**src/rtl/core/jep_pkg.sv**
```systemverilog
// ----------------------------------------------------------------------------
// jep_pkg: shared types and constants of the JPEG end-of-image packetizer
// Holds the result beat layout, kind codes, marker bytes and defaults.
// ----------------------------------------------------------------------------
`default_nettype none

package jep_pkg;

   // Fixed field widths.
   localparam int BYTE_W  = 8;
   localparam int SLOT_W  = 6;
   localparam int COUNT_W = 24;

   // Default and reset values of the block length.
   localparam int MAX_BLOCK_DEFAULT = 60;
   localparam logic [SLOT_W-1:0] PKT_SIZE_RESET = 6'd60;
   localparam logic [SLOT_W-1:0] PKT_SIZE_MIN   = 6'd2;

   // Marker bytes.
   localparam logic [BYTE_W-1:0] MARKER_PREFIX = 8'hFF;
   localparam logic [BYTE_W-1:0] MARKER_EOI    = 8'hD9;
   localparam logic [BYTE_W-1:0] PAD_BYTE      = 8'h00;

   // Result kinds.
   localparam logic KIND_BLOCK  = 1'b0;
   localparam logic KIND_HEADER = 1'b1;

   // One result beat.
   typedef struct packed {
      logic               item_kind;
      logic [BYTE_W-1:0]  byte_value;
      logic [SLOT_W-1:0]  slot_index;
      logic               first_flag;
      logic               last_flag;
      logic [COUNT_W-1:0] packet_number;
      logic               end_of_run;
   } result_type;

endpackage

`default_nettype wire

```
**src/rtl/core/jep_sequencer.sv**
```systemverilog
// ----------------------------------------------------------------------------
// jep_sequencer: packet sequencer
// Produces one result beat per advance: the data byte of an accepted input
// beat, then any zero pad beats and the packet header when a packet closes.
// ----------------------------------------------------------------------------
`default_nettype none

module jep_sequencer (
   input  wire logic                         clock,
   input  wire logic                         reset,
   input  wire logic                         req_valid,
   input  wire logic [jep_pkg::BYTE_W-1:0]   req_data_byte,
   output logic                              req_ready,
   input  wire logic [jep_pkg::SLOT_W-1:0]   pkt_size,
   input  wire logic                         load_en,
   output logic                              gen_valid,
   output jep_pkg::result_type               gen_result
);

   typedef enum logic [1:0] {
      PH_IDLE,
      PH_PAD,
      PH_HEAD
   } phase_type;

   phase_type                      phase_ff, phase_in;
   logic [jep_pkg::SLOT_W-1:0]     fill_pos_ff, fill_pos_in;
   logic                           prev_ff_ff, prev_ff_in;
   logic                           next_first_ff, next_first_in;
   logic [jep_pkg::COUNT_W-1:0]    pkt_count_ff, pkt_count_in;
   logic [jep_pkg::SLOT_W-1:0]     pad_slot_ff, pad_slot_in;
   logic                           eoi_ff, eoi_in;

   logic                           eoi_now;
   logic                           close_now;
   logic [jep_pkg::SLOT_W-1:0]     slot_next;
   logic [jep_pkg::SLOT_W-1:0]     pad_next;
   logic                           advance;

   // Decode of the incoming byte against the current packet.
   assign eoi_now   = (fill_pos_ff != '0) && prev_ff_ff
                      && (req_data_byte == jep_pkg::MARKER_EOI);
   assign close_now = eoi_now || (fill_pos_ff >= pkt_size - 6'd1);
   assign slot_next = fill_pos_ff + 6'd1;
   assign pad_next  = pad_slot_ff + 6'd1;

   assign gen_valid = (phase_ff != PH_IDLE) || req_valid;
   assign req_ready = (phase_ff == PH_IDLE) && load_en;
   assign advance   = gen_valid && load_en;

   // Result beat and next state for the current phase.
   always_comb begin
      phase_in      = phase_ff;
      fill_pos_in   = fill_pos_ff;
      prev_ff_in    = prev_ff_ff;
      next_first_in = next_first_ff;
      pkt_count_in  = pkt_count_ff;
      pad_slot_in   = pad_slot_ff;
      eoi_in        = eoi_ff;

      gen_result               = '0;
      gen_result.item_kind     = jep_pkg::KIND_BLOCK;

      unique case (phase_ff)
         PH_IDLE: begin
            gen_result.byte_value = req_data_byte;
            gen_result.slot_index = fill_pos_ff;
            gen_result.end_of_run = !close_now;
            if (close_now) begin
               fill_pos_in = '0;
               prev_ff_in  = 1'b0;
               eoi_in      = eoi_now;
               pad_slot_in = slot_next;
               if (eoi_now && (slot_next < pkt_size)) begin
                  phase_in = PH_PAD;
               end else begin
                  phase_in = PH_HEAD;
               end
            end else begin
               fill_pos_in = slot_next;
               prev_ff_in  = (req_data_byte == jep_pkg::MARKER_PREFIX);
            end
         end
         PH_PAD: begin
            gen_result.byte_value = jep_pkg::PAD_BYTE;
            gen_result.slot_index = pad_slot_ff;
            pad_slot_in           = pad_next;
            if (pad_next >= pkt_size) begin
               phase_in = PH_HEAD;
            end
         end
         PH_HEAD: begin
            gen_result.item_kind     = jep_pkg::KIND_HEADER;
            gen_result.first_flag    = next_first_ff;
            gen_result.last_flag     = eoi_ff;
            gen_result.packet_number = pkt_count_ff;
            gen_result.end_of_run    = 1'b1;
            pkt_count_in             = pkt_count_ff + 24'd1;
            next_first_in            = eoi_ff;
            phase_in                 = PH_IDLE;
         end
         default: begin
            phase_in = PH_IDLE;
         end
      endcase
   end

   // State holds; it moves only when a beat goes into the output register.
   always_ff @(posedge clock) begin
      if (reset) begin
         phase_ff      <= PH_IDLE;
         fill_pos_ff   <= '0;
         prev_ff_ff    <= 1'b0;
         next_first_ff <= 1'b1;
         pkt_count_ff  <= '0;
         pad_slot_ff   <= '0;
         eoi_ff        <= 1'b0;
      end else if (advance) begin
         phase_ff      <= phase_in;
         fill_pos_ff   <= fill_pos_in;
         prev_ff_ff    <= prev_ff_in;
         next_first_ff <= next_first_in;
         pkt_count_ff  <= pkt_count_in;
         pad_slot_ff   <= pad_slot_in;
         eoi_ff        <= eoi_in;
      end
   end

endmodule

`default_nettype wire

```
**src/rtl/core/jpeg_eoi_packetizer.sv**
```systemverilog
// A result beat appears on the output in the cycle after its source. One input
// beat per cycle is taken mid packet; a closing byte adds a header beat, and
// an end-of-image marker a zero pad beat per slot left, taking no input meanwhile.
// The single result register sets the rate: one beat a cycle unless stalled.
// Reset: synchronous, active high; block length returns to 60, the packet
// count to zero, and the next packet is marked first of an image.
// ----------------------------------------------------------------------------
// jpeg_eoi_packetizer: top level of the JPEG end-of-image packetizer
// Holds the block length register, clamps it, and registers the result beats.
// ----------------------------------------------------------------------------
`default_nettype none

module jpeg_eoi_packetizer #(
   parameter int MAX_BLOCK = jep_pkg::MAX_BLOCK_DEFAULT
) (
   input  wire logic                          clock,
   input  wire logic                          reset,
   // Configuration write channel.
   input  wire logic                          csr_valid,
   output logic                               csr_ready,
   input  wire logic [jep_pkg::SLOT_W-1:0]    csr_block_length,
   // Input channel.
   input  wire logic                          req_valid,
   output logic                               req_ready,
   input  wire logic [jep_pkg::BYTE_W-1:0]    req_data_byte,
   // Result channel.
   output logic                               rsp_valid,
   input  wire logic                          rsp_ready,
   output logic                               rsp_item_kind,
   output logic [jep_pkg::BYTE_W-1:0]         rsp_byte_value,
   output logic [jep_pkg::SLOT_W-1:0]         rsp_slot_index,
   output logic                               rsp_first_flag,
   output logic                               rsp_last_flag,
   output logic [jep_pkg::COUNT_W-1:0]        rsp_packet_number,
   output logic                               rsp_end_of_run
);

   localparam logic [jep_pkg::SLOT_W-1:0] MaxLen = jep_pkg::SLOT_W'(MAX_BLOCK);

   logic [jep_pkg::SLOT_W-1:0] pkt_size_ff;
   logic [jep_pkg::SLOT_W-1:0] pkt_size_eff;
   logic                       rsp_valid_ff;
   jep_pkg::result_type        rsp_data_ff;
   logic                       load_en;
   logic                       gen_valid;
   jep_pkg::result_type        gen_result;

   // Block length register; writes are always taken.
   assign csr_ready = 1'b1;

   always_ff @(posedge clock) begin
      if (reset) begin
         pkt_size_ff <= jep_pkg::PKT_SIZE_RESET;
      end else if (csr_valid) begin
         pkt_size_ff <= csr_block_length;
      end
   end

   // Out-of-range lengths act as the nearest legal one.
   always_comb begin
      if (pkt_size_ff < jep_pkg::PKT_SIZE_MIN) begin
         pkt_size_eff = jep_pkg::PKT_SIZE_MIN;
      end else if (pkt_size_ff > MaxLen) begin
         pkt_size_eff = MaxLen;
      end else begin
         pkt_size_eff = pkt_size_ff;
      end
   end

   // The output register loads when it is empty or its beat is taken.
   assign load_en = !rsp_valid_ff || rsp_ready;

   jep_sequencer u_sequencer (
      .clock         (clock),
      .reset         (reset),
      .req_valid     (req_valid),
      .req_data_byte (req_data_byte),
      .req_ready     (req_ready),
      .pkt_size      (pkt_size_eff),
      .load_en       (load_en),
      .gen_valid     (gen_valid),
      .gen_result    (gen_result)
   );

   // Result register.
   always_ff @(posedge clock) begin
      if (reset) begin
         rsp_valid_ff <= 1'b0;
      end else if (load_en) begin
         rsp_valid_ff <= gen_valid;
      end
   end

   always_ff @(posedge clock) begin
      if (load_en && gen_valid) begin
         rsp_data_ff <= gen_result;
      end
   end

   assign rsp_valid         = rsp_valid_ff;
   assign rsp_item_kind     = rsp_data_ff.item_kind;
   assign rsp_byte_value    = rsp_data_ff.byte_value;
   assign rsp_slot_index    = rsp_data_ff.slot_index;
   assign rsp_first_flag    = rsp_data_ff.first_flag;
   assign rsp_last_flag     = rsp_data_ff.last_flag;
   assign rsp_packet_number = rsp_data_ff.packet_number;
   assign rsp_end_of_run    = rsp_data_ff.end_of_run;

endmodule

`default_nettype wire
```
**config.mk**
```make
export PLATFORM = sky130hd
export DESIGN_NAME = jpeg_eoi_packetizer
export DESIGN_NICKNAME = d
export VERILOG_FILES = /design/src/rtl/core/jep_pkg.sv /design/src/rtl/core/jep_sequencer.sv /design/src/rtl/core/jpeg_eoi_packetizer.sv
export SDC_FILE = /design/constraint.sdc
export NUM_CORES = 1
export LEC_CHECK = 0
export ABC_AREA = 0
export BUFFER_PORTS_ARGS = -buffer_cell sky130_fd_sc_hd__buf_2
export CAP_MARGIN = 20
export CORE_ASPECT_RATIO = 2
export CORE_MARGIN = 2
export CORE_UTILIZATION = 45
export DETAILED_ROUTE_END_ITERATION = 8
export PLACE_DENSITY = 0.79
export SLEW_MARGIN = 5
export SYNTH_ARGS = -nofsm -noshare
export SYNTH_HDL_FRONTEND = slang
export SYNTH_HIERARCHICAL = 1
export SYNTH_SLANG_ARGS = --single-unit
```
**constraint.sdc**
```tcl
create_clock -name clock -period 2.8 [get_ports clock]
set_input_delay 0.42 -clock clock [delete_from_list [all_inputs] [get_ports clock]]
set_output_delay 0.42 -clock clock [all_outputs]
set_load 0.01 [all_outputs]
```
==> qor.txt, run 1 <==
GP Congestion = 0.941
# clock sinks = 90
Post-synthesis mux area share = 3.99%
Adder-cell share of the synthesized area = 6.55%
First-pass GRT wire length = 15,300 µm
WL/cell = 15.1 µm
Hold Crit Depth = 2
Port bufs = 62
Number of global-route vias before repair = 3,431
Starting density of the core = 45.6%
CTS tree = done
Ys flop type = dfxtp_1
Placed cells = 625
RSZ-0062 raised after global routing = true
Post-Layout Cell Count = 641
CP max stage delay = 0.50 ns
Fin. Hold Viols = 0
Crit path max-delay cell type = or4_4
Vias = 3,395
Simple logic cell fraction of the synthesized area = 20.9%
VDD IR max = 302 µV
Post-DR vias/cell = 5.30
Compound-Gate Fraction of Synth Area = 7.89%
Seq/Total Area, Yosys = 50.6%
Iteration-0 DRC Markers = 209
Top sig layer = met4
Rel. slew slack = 59.8%
Clock Latency Late Sink = 0.34 ns
Cells on worst reg2reg path = 13
Critical Path Fanout Max = 3
Worst slew pin tran = 0.602 ns
Final setup fails = 16
Maxcap violations = 0
Hold_buf cts = 0
Initial antenna violation count = 0
Chip Height = 144 µm
Synth-to-layout area growth = 21.5%
Clk slew on worst S/H paths = 0.06 ns
Tcrit/Tclk final = 109%
Worst path required time = 3.07 ns
Final #Nets = 546
Final min period = 3.04 ns
Detailed Place HPWL = 7280 µm
Worst Setup End Kind = register
Crit-path cells = or3_1 -> o311a_1 -> inv_2 -> nand3_2 -> nor3_2 -> xnor2_1 -> ha_1 -> nand4_1 -> buf_4 -> o221a_4 -> nand2_2 -> or4_4 -> a21oi_2
Violated checks = setup timing
Layout cells sized above 1 = 23.6%
Most frequent cells in the layout = buf_2 (62), dfxtp_1 (48), edfxtp_1 (42)
GRT overflow = 0
Worst Skew = 0.00616 ns
Ports = 64
Commonest non-fill, non-tap cell in the layout = buf_2
Pre-antenna DRT Iters = 4
Post-Syn Area per Cell = 10.2 µm²
Worst Min Path Start = csr_block_length[5]
Routed WL = 9660 µm
Worst Hold Class = in -> reg
Crit Path Category = reg -> reg
Post-Syn Area = 0.00439 mm²
CTS max path bufs = 2
Post-Synth XOR/XNOR Area = 6.58%
Die area = 0.0106 mm²
Synthesized instance count = 430
Main combinational cell family by area after synthesis = simple AND/OR/NAND/NOR gates
Worst hold slack = 0.283 ns
Clock Root Buffer = clkbuf_16
Routed met2 length = 5610 µm
Outcome = complete, but fails checks
Diode count = 0
Synth warn = 6
Met3 wire length = 339 µm
Start of the worst register-to-register path = pkt_size_ff[2]
Core area = 0.00964 mm²
Antenna Nets Post-Route = 0
Final setup margin = -0.243 ns
Max-slew violations = 0
Total CTS buffers = 9
Worst setup path start = pkt_size_ff[2]
PwrDens = 553 mW/mm²
Die W = 73.8 µm
Critical Path Start Type = register
Reg area = 0.00222 mm²
Synthesis-stage register bit count = 90
CP arrival = 3.32 ns
H-tree lvl count = 3
FMAX = 329 MHz
Distinct cell type count after synthesis = 50
Finished Core Util = 55.4%
Postcts setup bufs = 0
Met1 Routed Length = 3170 µm
# rows = 51
Largest net degree at the start of global routing = 31
Layout fillers = 814
GRT Total Usage = 19.2%
Post-synth ARST share = 0%
Area of the multi-input gates = 0.00209 mm²
Number of synthesized flops with an enable pin = 42
Leakage = 2.20 nW
Mapped Nets = 472
Post-route DRC = 0
## registers in the layout, indices dropped and copies added (netlist names), 2 cells and up
name	count
u_sequencer/pad_slot_ff	6
rsp_slot_index	6
u_sequencer/fill_pos_ff	6
rsp_packet_number	24
u_sequencer/pkt_count_ff	24
rsp_byte_value	8
pkt_size_ff	6
u_sequencer/phase_ff	2
## stage by stage
stage	setup TNS, ns	setup WS (ns)	area, µm²	total power, mW
after floorplan	-0.00537	-0.00537	4400	1.59
after global placement	-0.370	-0.0796	4950	1.67
after detailed placement	-2.55	-0.264	4950	1.68
after CTS	-2.31	-0.212	5320	2.97
after global routing	-5.16	-0.362	5340	3.05
final	-3.21	-0.243	5340	2.95
## final cells by class
type                            instances  area share (%)
Tap cell                              132            3.10
Multi-Input combinational cell        304            39.2
Timing Repair Buffer                   83            8.84
Sequential cell                        90            41.7
Clock buffer                           10            4.48
Inverter                               16            1.13
Clock inverter                          6            1.64
## kinds of logic after synthesis
group	Yosys count
flip-flops	90
other	1
XOR/XNOR	33
multiplexers	17
AO/OA/AOI/OAI	54
adder cells (fa/ha/maj)	23
buffers and inverters	36
AND/OR/NAND/NOR	176
## critical path: cells and delay by family, from the launching register on
| kind | cells | cell delay, ns |
|---|---|---|
| adder cells (fa/ha/maj) | 1 | 0.30 |
| AO/OA/AOI/OAI | 3 | 0.65 |
| AND/OR/NAND/NOR | 6 | 1.31 |
| flip-flops | 1 | 0.31 |
| buffers and inverters | 2 | 0.24 |
| XOR/XNOR | 1 | 0.16 |
## metal layers
layer  vias up  global-route usage [%]
li1       1652                       -
met1      1598                    16.1
met2       109                    37.5
met3        36                    3.79
met4         0                    12.7
met5         -                       0
## power breakdown
part	internal [mW]	leakage, nW	switching (mW)
registers	1.42	0.807	0.0184
clock network	0.809	0.163	0.488
logic	0.0889	1.23	0.130
## cells in the mapped netlist, types with 4 or more instances
cell type / count / share of area [%]
a211o_1: 4 / 0.80
a21oi_1: 20 / 2.3
and2_1: 37 / 5.3
and3_1: 6 / 0.86
clkbuf_1: 15 / 1.3
dfxtp_1: 48 / 22
edfxtp_1: 42 / 29
ha_1: 23 / 6.6
inv_1: 16 / 1.4
mux2_2: 4 / 1.0
mux2i_1: 13 / 3.0
nand2_1: 26 / 2.2
nand3_1: 21 / 2.4
nand4_1: 9 / 1.3
nor2_1: 39 / 3.3
nor2b_1: 7 / 1.0
nor3_1: 12 / 1.4
o21ai_0: 10 / 1.1
or3_1: 4 / 0.57
xnor2_1: 19 / 3.8
xor2_1: 14 / 2.8
## worst paths after layout
check                         endpoint  slack [ns]
max reg2reg     u_sequencer/prev_ff_ff       -0.24
min reg2reg  u_sequencer/next_first_ff        0.47
max             u_sequencer/prev_ff_ff       -0.24
min                     pkt_size_ff[5]        0.28
## timing repair
action / CTS / global route
pin swaps: 5 / 1
endpoints found under the setup margin: 16 / 17
gates resized for setup: 8 / 4
No activity file was read; power rests on OpenSTA's default activity.
==> inputs of run 2 (changes only) <==
--- a/config.mk
+++ b/config.mk
@@ -6,13 +6,13 @@
 export NUM_CORES = 1
 export LEC_CHECK = 0
 export ABC_AREA = 0
-export BUFFER_PORTS_ARGS = -buffer_cell sky130_fd_sc_hd__buf_2
 export CAP_MARGIN = 20
 export CORE_ASPECT_RATIO = 2
 export CORE_MARGIN = 2
 export CORE_UTILIZATION = 45
 export DETAILED_ROUTE_END_ITERATION = 8
-export PLACE_DENSITY = 0.79
+export DONT_BUFFER_PORTS = 1
+export PLACE_DENSITY = 0.73
 export SLEW_MARGIN = 5
 export SYNTH_ARGS = -nofsm -noshare
 export SYNTH_HDL_FRONTEND = slang
==> constraint.sdc (replaced) <==
create_clock -name clock -period 2.8 [get_ports clock]
set_input_delay 0 -clock clock [delete_from_list [all_inputs] [get_ports clock]]
set_output_delay 0 -clock clock [all_outputs]
set_load 0.01 [all_outputs]
==> run 2 against run 1 <==
  * Largest power group unchanged
  * Core utilization grew 0.57 points
  * Wire length grew 2.3%
  * Design area grew 1.0%
  * Clock power is essentially flat
  * Combinational power shrank 11%
  * Non-clock buffer count shrank 27
  * The run still ends with setup timing left
==> qor.txt, run 2 (synthesis gave the netlist of run 1 again) <==
Outcome = complete, but fails checks
Violated checks = setup timing
Crit-path cells = or3_1 -> o311a_1 -> inv_2 -> nand3_2 -> nor3_2 -> xnor2_1 -> ha_1 -> nand4_1 -> o221ai_2 -> a21oi_2 -> buf_6 -> o211ai_1 -> o31ai_1
# clock sinks = 90
Worst Skew = 0.00887 ns
Initial antenna violation count = 0
Final setup margin = -0.181 ns
Critical Path Start Type = register
Maxcap violations = 0
Fin. Hold Viols = 0
Met3 Use GR = 4.56%
# rows = 51
FMAX = 335 MHz
Routed WL = 9880 µm
Detailed Place HPWL = 6640 µm
CTS max path bufs = 2
Post-Place Setup Slack = -0.186 ns
PwrDens = 542 mW/mm²
GRT busiest layer = met2
Worst path required time = 3.02 ns
Crit Path Category = reg -> reg
Tcrit/Tclk final = 106%
GP Congestion = 0.883
Post-DR vias/cell = 5.41
Final setup fails = 15
Die area = 0.0106 mm²
Clk slew on worst S/H paths = 0.06 ns
GR Layer Usage met2 = 37.4%
Crit path max-delay cell type = ha_1
Worst Setup End Kind = register
Starting density of the core = 45.6%
Synth-to-layout area growth = 22.8%
Worst Hold Class = in -> reg
Commonest non-fill, non-tap cell in the layout = dfxtp_1
Antenna Nets Post-Route = 0
Post-route DRC = 0
Number of global-route vias before repair = 3,435
Cell area after layout = 0.00539 mm²
Clock Latency Late Sink = 0.34 ns
H-tree lvl count = 3
Diode count = 0
GRT overflow = 0
TNS Setup = -1.68 ns
VDD IR max = 345 µV
Max-slew violations = 0
CTS tree = done
Chip Height = 144 µm
Met1 usage = 18.7%
Vias = 3,320
CP arrival = 3.20 ns
Port bufs = 0
Leakage = 2.13 nW
Placed inst area = 0.00461 mm²
Die W = 73.8 µm
Worst slew pin tran = 0.696 ns
Final min period = 2.98 ns
Ports = 64
First-pass GRT wire length = 16,200 µm
Total CTS buffers = 9
Finished Core Util = 55.9%
Final #Nets = 519
Core area = 0.00964 mm²
Clock Root Buffer = clkbuf_16
CP max stage delay = 0.37 ns
Critical Path Fanout Max = 8
Most frequent cells in the layout = dfxtp_1 (48), edfxtp_1 (42), nor2_1 (38)
Largest net degree at the start of global routing = 35
Layout cells sized above 1 = 13.7%
Iteration-0 DRC Markers = 212
GRT Total Usage = 20.2%
Pre-antenna DRT Iters = 4
Post-Layout Cell Count = 614
Rel. slew slack = 53.4%
Placed cells = 559
WL/cell = 16.1 µm
RSZ-0062 raised after global routing = true
## run 2: path summary, 6_finish.rpt
kind | cells after the start | slack [ns] | end | startpoint
worst max register to register | 13 | -0.18 | u_sequencer/pad_slot_ff[2] | pkt_size_ff[2]
worst min-delay path | 3 | 0.07 | u_sequencer/prev_ff_ff | req_data_byte[6]
worst min register to register | 2 | 0.47 | u_sequencer/next_first_ff | u_sequencer/next_first_ff
worst max-delay path | 13 | -0.18 | u_sequencer/pad_slot_ff[2] | pkt_size_ff[2]
## run 2: through the flow
stage          power, mW  hold slack, ns
2_1_floorplan       1.59          0.0691
3_3_place_gp        1.62          0.0756
3_5_place_dp        1.62          0.0760
4_1_cts             2.91          0.0532
5_1_grt             3.01          0.0875
6_report            2.92          0.0656
## run 2: report_power, final
| part | switching [mW] | internal [mW] |
|---|---|---|
| registers | 0.0353 | 1.42 |
| clock network | 0.490 | 0.782 |
| logic | 0.106 | 0.0883 |
## run 2: layer usage
layer  vias to the layer above  routed length, µm
met5                         -                  0
met4                         0                451
met3                        34                359
met2                       111               5690
met1                      1571               3380
li1                       1604                  -
## run 2: critical path: cells and delay by family, from the launching register on
kind	cells	cell delay, ns
flops	1	0.31
simple gates	4	0.78
fa+ha+maj	1	0.37
xor+xnor	1	0.09
buf+inv	2	0.27
compound gates	5	1.06
## run 2: what timing repair did
action / in CTS / in global routing
pin swaps: 5 / 8
endpoints found under the hold margin: 56 / 0
setup endpoints to repair: 16 / 18
resized for setup: 8 / 13
buffers inserted: 2 / 5
hold buffers: 32 / 0
## run 2: area by class of cell
type | instances | area [µm²]
Fill cell | 814 | 4250
Clock inverter | 5 | 81.3
Tap cell | 132 | 165
Timing Repair Buffer | 56 | 518
Clock buffer | 11 | 233
Multi-Input combinational cell | 304 | 2110
Sequential cell | 90 | 2220
Inverter | 16 | 60.1
==> inputs of run 3 (changes only) <==
--- a/config.mk
+++ b/config.mk
@@ -5,7 +5,7 @@
 export SDC_FILE = /design/constraint.sdc
 export NUM_CORES = 1
 export LEC_CHECK = 0
-export ABC_AREA = 0
+export ABC_AREA = 1
 export CAP_MARGIN = 20
 export CORE_ASPECT_RATIO = 2
 export CORE_MARGIN = 2
==> run 3 against run 2 <==
  * The run now ends clean
  * Sequential power rose by 12%
  * Via count rose by 18%
  * Clock power barely moved
  * Synthesized cell count rose by 37%
  * Area after synthesis rose by 7.8%
  * Core utilization fell by 2.6 points
  * Critical path type unchanged
  * Largest cell class unchanged
==> qor.txt, run 3 <==
Final setup fails = 0
Adder-cell share of the synthesized area = 6.08%
Port bufs = 0
Post-synth ARST share = 0%
Worst setup path start = pkt_size_ff[5]
Final min period = 2.68 ns
Largest net degree at the start of global routing = 43
Synth-to-layout area growth = 17.3%
Distinct cell type count after synthesis = 37
Pre-antenna DRT Iters = 4
Post-synthesis mux area share = 0%
Chip Height = 149 µm
Simple logic cell fraction of the synthesized area = 28.8%
GP Congestion = 0.937
Most frequent cell after synthesis = nand2_1
Main combinational cell family by area after synthesis = simple AND/OR/NAND/NOR gates
Clock Root Buffer = clkbuf_16
Number of global-route vias before repair = 3,895
Worst Setup End Kind = register
Worst slew pin tran = 0.846 ns
# clock sinks = 90
Ys flop type = dfxtp_1
First-pass GRT wire length = 18,100 µm
GRT Total Usage = 20.3%
Max-slew violations = 0
Synthesis-stage register bit count = 90
# rows = 53
Final #Nets = 662
Vias = 3,928
CP max stage delay = 0.36 ns
Cell area after layout = 0.00555 mm²
Critical Path Start Type = register
Commonest non-fill, non-tap cell in the layout = nand2_1
Post-Syn Area per Cell = 8.01 µm²
Start of the worst register-to-register path = pkt_size_ff[5]
Diode count = 0
H-tree lvl count = 3
Post-route DRC = 0
Routed WL = 11,500 µm
Fin. Hold Viols = 0
CP arrival = 2.95 ns
Post-Syn Area = 0.00473 mm²
Worst Min Path Start = req_valid
Clock Latency Late Sink = 0.33 ns
Compound-Gate Fraction of Synth Area = 6.92%
Post-Synth XOR/XNOR Area = 2.40%
VDD IR max = 315 µV
Leakage = 2.35 nW
GRT overflow = 0
Synth warn = 6
Ports = 64
Crit-path most repeated cell = nand2_1
Starting density of the core = 45.5%
Core area = 0.0104 mm²
Detailed Place HPWL = 8140 µm
Worst Skew = 0.00692 ns
Crit-path cells = nand2_1 -> inv_1 -> nand2_1 -> nor2_2 -> nor2_2 -> inv_2 -> ha_2 -> nand3_1 -> xor2_1 -> inv_1 -> ha_1 -> nand2_2 -> inv_1 -> nand2_1 -> nand2_1 -> a21oi_2 -> buf_6 -> nand2_2 -> nor2_4 -> nand2_1 -> a21oi_2
Mapped Nets = 633
CTS max path bufs = 2
Most frequent cells in the layout = nand2_1 (126), inv_1 (85), nor2_1 (81)
Seq/Total Area, Yosys = 46.9%
Outcome = finished, final reports clean
Synth area leader = edfxtp_1
CTS tree = done
Initial antenna violation count = 0
Layout fillers = 942
Die area = 0.0114 mm²
Number of synthesized flops with an enable pin = 42
Total CTS buffers = 9
Worst Hold Class = in -> reg
Antenna Nets Post-Route = 0
Clk slew on worst S/H paths = 0.06 ns
Tcrit/Tclk final = 95.9%
Layout cells sized above 1 = 12.6%
Top cell type's share of synthesized area = 26.6%
Crit path max-delay cell type = dfxtp_4
PwrDens = 596 mW/mm²
Synth top area cells = edfxtp_1 (27%), dfxtp_1 (20%), nand2_1 (10%)
Final setup margin = 0.116 ns
Die W = 76.5 µm
Placed inst area = 0.00492 mm²
Post-DR vias/cell = 5.15
Maxcap violations = 0
FMAX = 373 MHz
Post-Place Setup Slack = 0.00319 ns
Most instantiated cells after synthesis = nand2_1 (128), inv_1 (87), nor2_1 (84), dfxtp_1 (48), edfxtp_1 (42)
Worst path required time = 3.06 ns
Synthesized instance count = 591
Iteration-0 DRC Markers = 219
Critical Path Fanout Max = 6
Crit Path Category = reg -> reg
Rel. slew slack = 43.4%
WL/cell = 15.1 µm
run 3: layout make-up:
type / instances / area (µm²) / share of cell area, %
multi-input combinational: 394 / 2170 / 39.1
timing repair buffer: 33 / 317 / 5.70
clock buffer: 12 / 289 / 5.21
sequential: 90 / 2230 / 40.2
tap: 137 / 171 / 3.09
inverter: 92 / 345 / 6.22
clock inverter: 4 / 27.5 / 0.496
run 3: report_power, final:
group          internal, mW  switching [mW]
Sequential             1.51           0.110
Combinational         0.150           0.298
Clock                 0.738           0.503
run 3: through the flow:
stage | total power [mW] | util (%) | hold slack, ns | TNS, ns | cells
after global routing | 3.45 | 53.3 | 0.0290 | -0.834 | 762
after detailed placement | 2.05 | 47.3 | 0.0770 | 0 | 721
after global placement | 2.03 | 47.3 | 0.0746 | 0 | 721
after CTS | 3.31 | 52.4 | 0.00666 | 0 | 758
final | 3.31 | 53.3 | 0.0163 | 0 | 762
after floorplan | 1.93 | - | 0.0691 | 0 | 591
run 3: repair_timing:
item	CTS	global route
hold buffers	21	0
endpoints found under the hold margin	31	0
pin swaps	0	6
endpoints found under the setup margin	2	17
gates resized for setup	1	22
buffers inserted	0	4
run 3: critical path: cells and delay by family (launching register included):
kind	cells	cell delay [ns]
DFF	1	0.36
AOI/OAI and AO/OA	2	0.23
xor gates and xnor gates	1	0.20
buffers and inverters	5	0.37
and+or+nand+nor	11	0.97
adders and majority gates	2	0.49
run 3: path summary, 6_finish.rpt:
kind / to / slack, ns / depth (start not counted)
hold reg to reg: u_sequencer/prev_ff_ff / 0.47 / 2
setup reg to reg: u_sequencer/fill_pos_ff[1] / 0.12 / 21
setup / recovery: u_sequencer/fill_pos_ff[1] / 0.12 / 21
hold / removal: rsp_valid / 0.02 / 3
run 3: logic make-up (layout without fill, tap and decap cells):
| kind of cell | Yosys count | count (layout) |
|---|---|---|
| DFF | 90 | 90 |
| buffers and inverters | 107 | 141 |
| xor gates and xnor gates | 13 | 13 |
| and+or+nand+nor | 295 | 295 |
| AOI/OAI and AO/OA | 62 | 62 |
| adders and majority gates | 23 | 23 |
| other | 1 | 1 |
run 3: metal layers:
layer,part of all wire [%],vias to the layer above,wire length (µm),GRT usage (%)
met5,0,-,0,0
met4,5.1,0,589,11.7
met3,3.2,35,366,3.27
met2,58,111,6690,41.2
met1,33,1840,3850,18.3
li1,-,1942,-,-
